$ cat config.mk
export PLATFORM = sky130hd
export DESIGN_NAME = asm_div
export DESIGN_NICKNAME = d
export VERILOG_FILES = /design/src/hw/rtl/asm_div.sv
export SDC_FILE = /design/constraint.sdc
export NUM_CORES = 1
export LEC_CHECK = 0
export ABC_AREA = 1
export BUFFER_PORTS_ARGS = -buffer_cell sky130_fd_sc_hd__buf_2
export CAP_MARGIN = 10
export CELL_PAD_IN_SITES_DETAIL_PLACEMENT = 1
export CELL_PAD_IN_SITES_GLOBAL_PLACEMENT = 1
export CORE_MARGIN = 3
export CORE_UTILIZATION = 44
export DETAILED_ROUTE_END_ITERATION = 12
export PLACE_DENSITY = 0.95
export SYNTH_ARGS = -nofsm -noshare
export SYNTH_HDL_FRONTEND = slang
export SYNTH_SLANG_ARGS = --single-unit
$ cat constraint.sdc
create_clock -name i_clk -period 6.7 [get_ports i_clk]
set_clock_uncertainty 0.05 [all_clocks]
set_input_delay 1.675 -clock i_clk [delete_from_list [all_inputs] [get_ports i_clk]]
set_output_delay 1.675 -clock i_clk [all_outputs]
set_load 0.05 [all_outputs]
$ cat src/hw/rtl/asm_div.sv
// ----------------------------------------------------------------------------
// Attack sharpness meter divider
// Restoring unsigned divider, one quotient bit per cycle, done pulse at end.
// ----------------------------------------------------------------------------
module asm_div #(
    parameter int NUM_W = 31,
    parameter int DEN_W = 18
) (
    input  logic             i_clk,
    input  logic             i_rst_n,
    input  logic             i_start,
    input  logic [NUM_W-1:0] i_num,
    input  logic [DEN_W-1:0] i_den,
    output logic             o_done,
    output logic [NUM_W-1:0] o_quot
);

    localparam int CNT_W = $clog2(NUM_W + 1);

    logic [DEN_W-1:0] r_rem;
    logic [NUM_W-1:0] r_quo;
    logic [DEN_W-1:0] r_den;
    logic [CNT_W-1:0] r_cnt;
    logic             r_done;

    logic [DEN_W:0]   w_trial;
    logic [DEN_W:0]   w_diff;
    logic             w_ge;

    always_comb begin
        w_trial = {r_rem, r_quo[NUM_W-1]};
        w_ge    = (w_trial >= {1'b0, r_den});
        w_diff  = w_trial - {1'b0, r_den};
    end

    always_ff @(posedge i_clk) begin
        if (!i_rst_n) begin
            r_cnt  <= '0;
            r_done <= 1'b0;
        end else begin
            r_done <= 1'b0;
            if (i_start) begin
                r_quo <= i_num;
                r_rem <= '0;
                r_den <= i_den;
                r_cnt <= CNT_W'(NUM_W);
            end else if (r_cnt != '0) begin
                r_rem <= w_ge ? w_diff[DEN_W-1:0] : w_trial[DEN_W-1:0];
                r_quo <= {r_quo[NUM_W-2:0], w_ge};
                r_cnt <= r_cnt - CNT_W'(1);
                if (r_cnt == CNT_W'(1)) begin
                    r_done <= 1'b1;
                end
            end
        end
    end

    assign o_done = r_done;
    assign o_quot = r_quo;

endmodule

; Word-level counts from Yosys, hierarchy flattened
; Index checks and enable logic that the tools add are counted.
; Widths: inputs -> output; s select.
[totals]
regBits = 73
in_bits = 52
elab_cells = 23
output_inout_bits = 32
[op_classes]
n_reduce_logical = 5
n_lt_le_gt_ge = 1
addsub = 2
muxes = 7
bitwise = 2
eq_ne = 1
[op_table]
columns = operator, n
row1 = $mux 31, 2
row2 = $mux 18, 2
row3 = $ge 19x18->1, 1
row4 = $sub 18x18->18, 1
row5 = $mux 5, 2
row6 = $eq 5x1->1 const B, 1
row7 = $reduce_bool 5->1, 1
row8 = $sub 5x1->5 const B, 1
row9 = $reduce_and 2->1, 2
row10 = $reduce_or 3->1, 1
row11 = $not 1->1, 2
row12 = $reduce_bool 2->1, 1
row13 = $mux 1, 1

; Logic depth before layout (Yosys ltp)
; Gate-level depths: netlist of run 1.
[depth]
depth_word = 3
mapped_depth = 15
mapped_depth_nobuf = 15

; Least setup slack after synthesis of run 1
; No wires, ideal clock.
[synth_path]
path_type = input to register
start = input i_start
end = register r_quo[0], in the netlist o_quot[0], enable pin
path_slack_ns = 2.202
t_arrival_ns = 3.992
required_time_ns = 6.194
path_buffers = 1
path_stages = 3
setup_ns = 0.456
cell_sequence = buf_2 nor2_1 nor2_1
[synth_via]
elab_chain_len = 2
[synth_rtl]
columns = element, line_no
row1 = start: declaration, 11  ; input logic i_start,
row2 = $reduce_bool 2->1 (no line), n/a
row3 = $reduce_and 2->1 (no line), n/a
row4 = end signal: assignment, 43  ; r_quo <= i_num;
row5 = end signal: assignment, 49  ; r_quo <= {r_quo[NUM_W-2:0], w_ge};
row6 = end: declaration, 21  ; logic [NUM_W-1:0] r_quo;
; No other way between the ends.
; A chain may end at the register's enable or synchronous reset.

==> flow_summary.toml, run 1 <==
[critical_path]
worstReg2RegStart = "r_rem[8]$_SDFFCE_PP0P_"
cp.required_ns = 6.78
cp-start-kind = "input pin"
rrSetupSlack_ns = 4.02
ff2ff_path_depth = 13
critPathKind = "input pin to register"
cp.arrival_ns = 3.70
crit_path_max_fanout = 45
r2r-end = "r_rem[17]$_SDFFCE_PP0P_"
endpoint_kind = "register"

[routing]
route.detailed.drc = 0
dr.pass1.iters = 5
wl_microns = 13000
ant_nets = 0
vias = 3923
first_iter_violations = 220
avgRoutedWirePerCell_microns = 17.2
avgViaCountPerCell = 5.16

[pwr]
worst_ir_drop_vdd_mv = 0.148
finalPower_uw = 1380
pwr-share-seq = 0.425
clock_power_share = 0.240
p_sw_uw = 546
pwr_density_cell_nw_per_um2 = 274
switching_share = 0.396
power.internal_uw = 833
leakage_uw = 0.00255
combPwrFrac = 0.334

[logic_synthesis]
synthesis.area_sq_um = 4300
synthCells = 542
synth_seq_cells = 73
netlist_top_cells_area = "edfxtp_1 (47%), nand2_1 (21%), inv_1 (6.5%), ha_1 (6.1%), nor2_1 (3.3%)"
synth_edf_count = 67
yosysUniqueCellTypes = 30
yosysTopAreaCellShare = 0.467
syn_nets = 616
synth_top_cell_by_area = "edfxtp_1"
synth_most_common_cell = "nand2_1"
syn-mean-instance-area_sq_um = 7.94
synth_common_cells = "nand2_1 (237), inv_1 (74), edfxtp_1 (67), nor2_1 (38), a21oi_1 (26)"
ys.flop_type = "edfxtp_1"
ys_seq_area_frac = 0.495
async_flop_share = 0
yosysWarnings = 0

[placement]
io_buffers = 83
dp_hpwl_microns = 9010
gp_congestion = 0.853
dpl_cell_area_sq_um = 4830

[flow_run]
drv_cap = 0

[sta]
tightest_slew_ns = 0.862
clock.fmax_mhz = 276
period_needed_ns = 3.62
totalNegativeSetupSlack_ns = 0
setup_viol = 0
grt_setup_unrepaired = "false"
hold_viol = 0
drv_slew = 0
hold_ws_ns = 0.457
timing.slew.headroom = 0.425
timing.final.crit_share = 0.541

[cts]
postCtsSetupRepairBufs = 0
clkLatencyLatePin_ns = 0.37
clockBufferDepth = 2
cts_sinks = 73
cts_resized = 0
cts_max_level = 3
cts_tree = "done"
clkTransAtPathRegs_ns = 0.09
ctsHoldBuffers = 0
cts_root_buf = "clkbuf_8"
numCtsBuffers = 9

[final_layout]
antenna_cells = 0
fill_cells = 1202
final_nets = 700
drive_above_1_share = 0.171
final_area_sq_um = 5030
syn2layout_area_growth_pct = 16.9

[die]
start_util = 0.459
rows = 35
dieArea_sq_um = 11000
die-height_microns = 105
core_sq_um = 9370
io_pins = 84
die_x_microns = 105

[global_route]
track_usage = 0.246
grt_pass1_vias = 4301
gr-total-overflow = 0
antenna_found_initial = 0
grt_pass1_wl_microns = 21400
grt_max_degree = 50

[outcome]
outcome = "completed"

[min_path]
hold_depth = 1
hold_path_startpoint = "r_cnt[3]$_SDFFE_PN0N_"
hp-class = "register to register"
holdPathEnd = "o_done$_SDFF_PP0_"
[worst max-delay path: stages]
cell and delay (ns):
buf_2 0.63, clkinv_1 0.66, buf_16 0.36, nand2_1 0.15, nand2_1 0.08, nand2_1 0.09, inv_1 0.05
[power by group through the flow]
stage	Clock (uW)	Combinational, uW	Sequential [uW]
after CTS	333	459	586
after global placement	0	424	591
after global routing	354	516	593
final	331	461	587
after floorplan	0	280	643
after detailed placement	0	447	594
[placed cells by master, fill, tap and decap left out, types with 2 or more instances in the layout]
master / n
clkinvlp_4: 3
clkinv_1: 2
nor2_1: 37
a311oi_1: 2
nor3_1: 5
nand3b_1: 6
clkbuf_8: 9
dfxtp_1: 6
a21oi_1: 26
xnor2_1: 2
buf_2: 83
nand2_2: 4
xor2_1: 5
nand4_1: 3
edfxtp_1: 67
nand3_1: 23
inv_1: 74
nand2_1: 237
ha_1: 21
[how the worst max path moves through the flow]
stage	to	depth (start not counted)	startpoint	slack, ns
CTS	r_rem[17]$_SDFFCE_PP0P_	6	i_start	2.49
global placement	r_rem[17]$_SDFFCE_PP0P_	6	i_start	2.33
floorplan	o_quot[0]$_DFFE_PP_	3	i_start	2.20
detailed placement	r_rem[17]$_SDFFCE_PP0P_	6	i_start	2.21
global route	r_rem[17]$_SDFFCE_PP0P_	7	i_start	2.90
finish	r_rem[17]$_SDFFCE_PP0P_	7	i_start	3.08
[layer usage]
layer	track usage	vias up	share of wire
met5	0	-	0
met2	0.429	133	0.50
li1	-	1888	-
met1	0.287	1881	0.41
met3	0.0859	21	0.071
met4	0.0703	0	0.018
[layout make-up]
class / instances / area (sq um) / share of cell area
clock buffer: 10 / 128 / 0.0254
clock inverter: 6 / 43.8 / 0.00870
inverter: 75 / 282 / 0.0559
multi-input combinational: 382 / 1840 / 0.365
sequential: 73 / 2130 / 0.424
tap: 129 / 161 / 0.0321
timing repair buffer: 85 / 450 / 0.0895
[registers in the layout, indices dropped and copies added (netlist names)]
register and cells:
o_quot 31, r_den 18, r_rem 18, o_done 1, r_cnt 5
[cell families after synthesis]
group                      Yosys count  synth area share
buffers and inverters               87            0.0799
and+or+nand+nor                    321             0.304
AOI/OAI and AO/OA                   32            0.0410
adders and majority gates           22            0.0657
DFF                                 73             0.495
xor gates and xnor gates             7            0.0142
[stage by stage]
stage	utilization	worst slack, ns	instances
2_1_floorplan	-	2.20	542
3_3_place_gp	0.516	2.33	743
3_5_place_dp	0.516	2.21	743
4_1_cts	0.534	2.49	759
5_1_grt	0.537	2.90	760
6_report	0.537	3.08	760
Note: power is estimated with default switching activity, not from simulation.
==> run 2, diff against run 1 <==
Settings changed: CORE_UTILIZATION 44 to 37, PLACE_DENSITY 0.95 to 0.86.
Clock period 6.7 ns to 2.99 ns, I/O delays scaled along.
==> run 2 against run 1 <==
Net effect: clock-buffer cell count fell by 1; register-to-register slack got worse by 3.5 ns; core utilization fell by 6.6 points; sequential share of layout area fell by 1.5 points; critical endpoint unchanged.
==> flow_summary.toml, run 2 (synthesis gave the netlist of run 1 again) <==
[sta]
timing.final.crit_share = 0.827
drv_slew = 0
finalWorstSetupSlack_ns = 0.517
hold_viol = 0
hold_ws_ns = 0.419
period_needed_ns = 2.47
totalNegativeSetupSlack_ns = 0
grt_setup_unrepaired = "false"
tightest_slew_ns = 0.598
setup_viol = 0
clock.fmax_mhz = 404
timing.slew.headroom = 0.600

[placement]
dp_hpwl_microns = 9240
gp_congestion = 0.930
io_buffers = 83
dp_slack_ns = 0.503
dpl_cell_area_sq_um = 4910

[pwr]
switching_share = 0.354
clock_power_share = 0.327
finalPower_uw = 3450
p_sw_uw = 1220
power.internal_uw = 2230
worst_ir_drop_vdd_mv = 0.395
pwr-share-seq = 0.379
combPwrFrac = 0.293
leakage_uw = 0.00265
pwr_density_cell_nw_per_um2 = 662

[final_layout]
regArea_sq_um = 2130
syn2layout_area_growth_pct = 21.1
antenna_cells = 0
final_cell_mix = "nand2_1 (237), buf_2 (83), inv_1 (74)"
multi_input_area_sq_um = 1840
fill_cells = 1386
largest_reg_flops = 31
final_common_cell = "nand2_1"
drive_above_1_share = 0.180
final_nets = 704
final_area_sq_um = 5210

[critical_path]
critPathKind = "register to register"
endpoint_kind = "register"
cp-start-kind = "register"
crit_path_max_fanout = 27
cp.arrival_ns = 2.54
cp.required_ns = 3.05
ff2ff_path_depth = 13

[routing]
route.detailed.drc = 0
wl_microns = 12200
ant_nets = 0
dr.pass1.iters = 4
first_iter_violations = 187
vias = 3840
avgRoutedWirePerCell_microns = 15.8
avgViaCountPerCell = 4.95

[cts]
cts_resized = 0
cts_root_buf = "clkbuf_16"
clkTransAtPathRegs_ns = 0.07
ctsHoldBuffers = 0
cts_max_level = 3
clkLatencyLatePin_ns = 0.35
postCtsSetupRepairBufs = 0
cts_tree = "done"
cts_sinks = 73
clockBufferDepth = 2
numCtsBuffers = 9

[die]
dieArea_sq_um = 13000
die_x_microns = 114
start_util = 0.389
rows = 38
core_sq_um = 11100
die-height_microns = 114
io_pins = 84

[global_route]
antenna_found_initial = 0
track_usage = 0.200
gr-total-overflow = 0
grt_max_degree = 35
grt_pass1_wl_microns = 20500
grt_pass1_vias = 4238

[min_path]
hold_depth = 1
hp-class = "register to register"

[flow_run]
drv_cap = 0

[outcome]
outcome = "completed"
-- run 2: cell count changes in the layout (fill, tap and decap cells not counted), moves of 2 or more --
cell        change
clkinvlp_4      -3
clkbuf_8        -9
clkbuf_16       +9
buf_12          +2
clkinv_2        +2
buf_4           +3
-- run 2: routing by layer --
metal | GRT usage | share of wire | vias up
met1 | 0.225 | 0.42 | 1847
met4 | 0.0562 | 0.014 | 0
met2 | 0.358 | 0.51 | 83
met5 | 0 | 0 | -
met3 | 0.0716 | 0.062 | 14
li1 | - | - | 1896
-- run 2: area by class of cell --
cell class / instances / area share
flip-flops and latches: 73 / 0.409
multi-input cells: 382 / 0.352
repair buffers: 89 / 0.0931
inverters: 75 / 0.0540
clock buffers: 9 / 0.0432
well taps: 140 / 0.0336
clock inverters: 7 / 0.0149
-- run 2: worst max-delay path, stage by stage (launching register included) --
cell	delay, ns
edfxtp_1	0.41
ha_1	0.40
nand2_1	0.17
inv_1	0.06
nand2_1	0.06
nand2_1	0.07
inv_1	0.10
nand2_1	0.06
nand2_1	0.10
nand4_4	0.37
nand2_1	0.23
nand2_1	0.07
nand2_1	0.06
inv_1	0.04
-- run 2: worst paths after layout --
check                         startpoint                      end  slack (ns)
setup / recovery  r_rem[9]$_SDFFCE_PP0P_  r_rem[17]$_SDFFCE_PP0P_        0.52
hold / removal     r_cnt[3]$_SDFFE_PN0N_        o_done$_SDFF_PP0_        0.42
setup reg to reg  r_rem[9]$_SDFFCE_PP0P_  r_rem[17]$_SDFFCE_PP0P_        0.52
hold reg to reg    r_cnt[3]$_SDFFE_PN0N_        o_done$_SDFF_PP0_        0.42
-- run 2: power by group through the flow --
stage | clock, uW | sequential [uW] | combinational (uW)
after floorplan | 0 | 1440 | 628
after global placement | 0 | 1320 | 967
after detailed placement | 0 | 1330 | 1010
after CTS | 1150 | 1310 | 1020
after global routing | 1190 | 1320 | 1150
final | 1130 | 1310 | 1010
-- run 2: through the flow --
step           std cells  utilization
2_1_floorplan        542            -
3_3_place_gp         759        0.443
3_5_place_dp         759        0.443
4_1_cts              775        0.471
5_1_grt              775        0.471
6_report             775        0.471
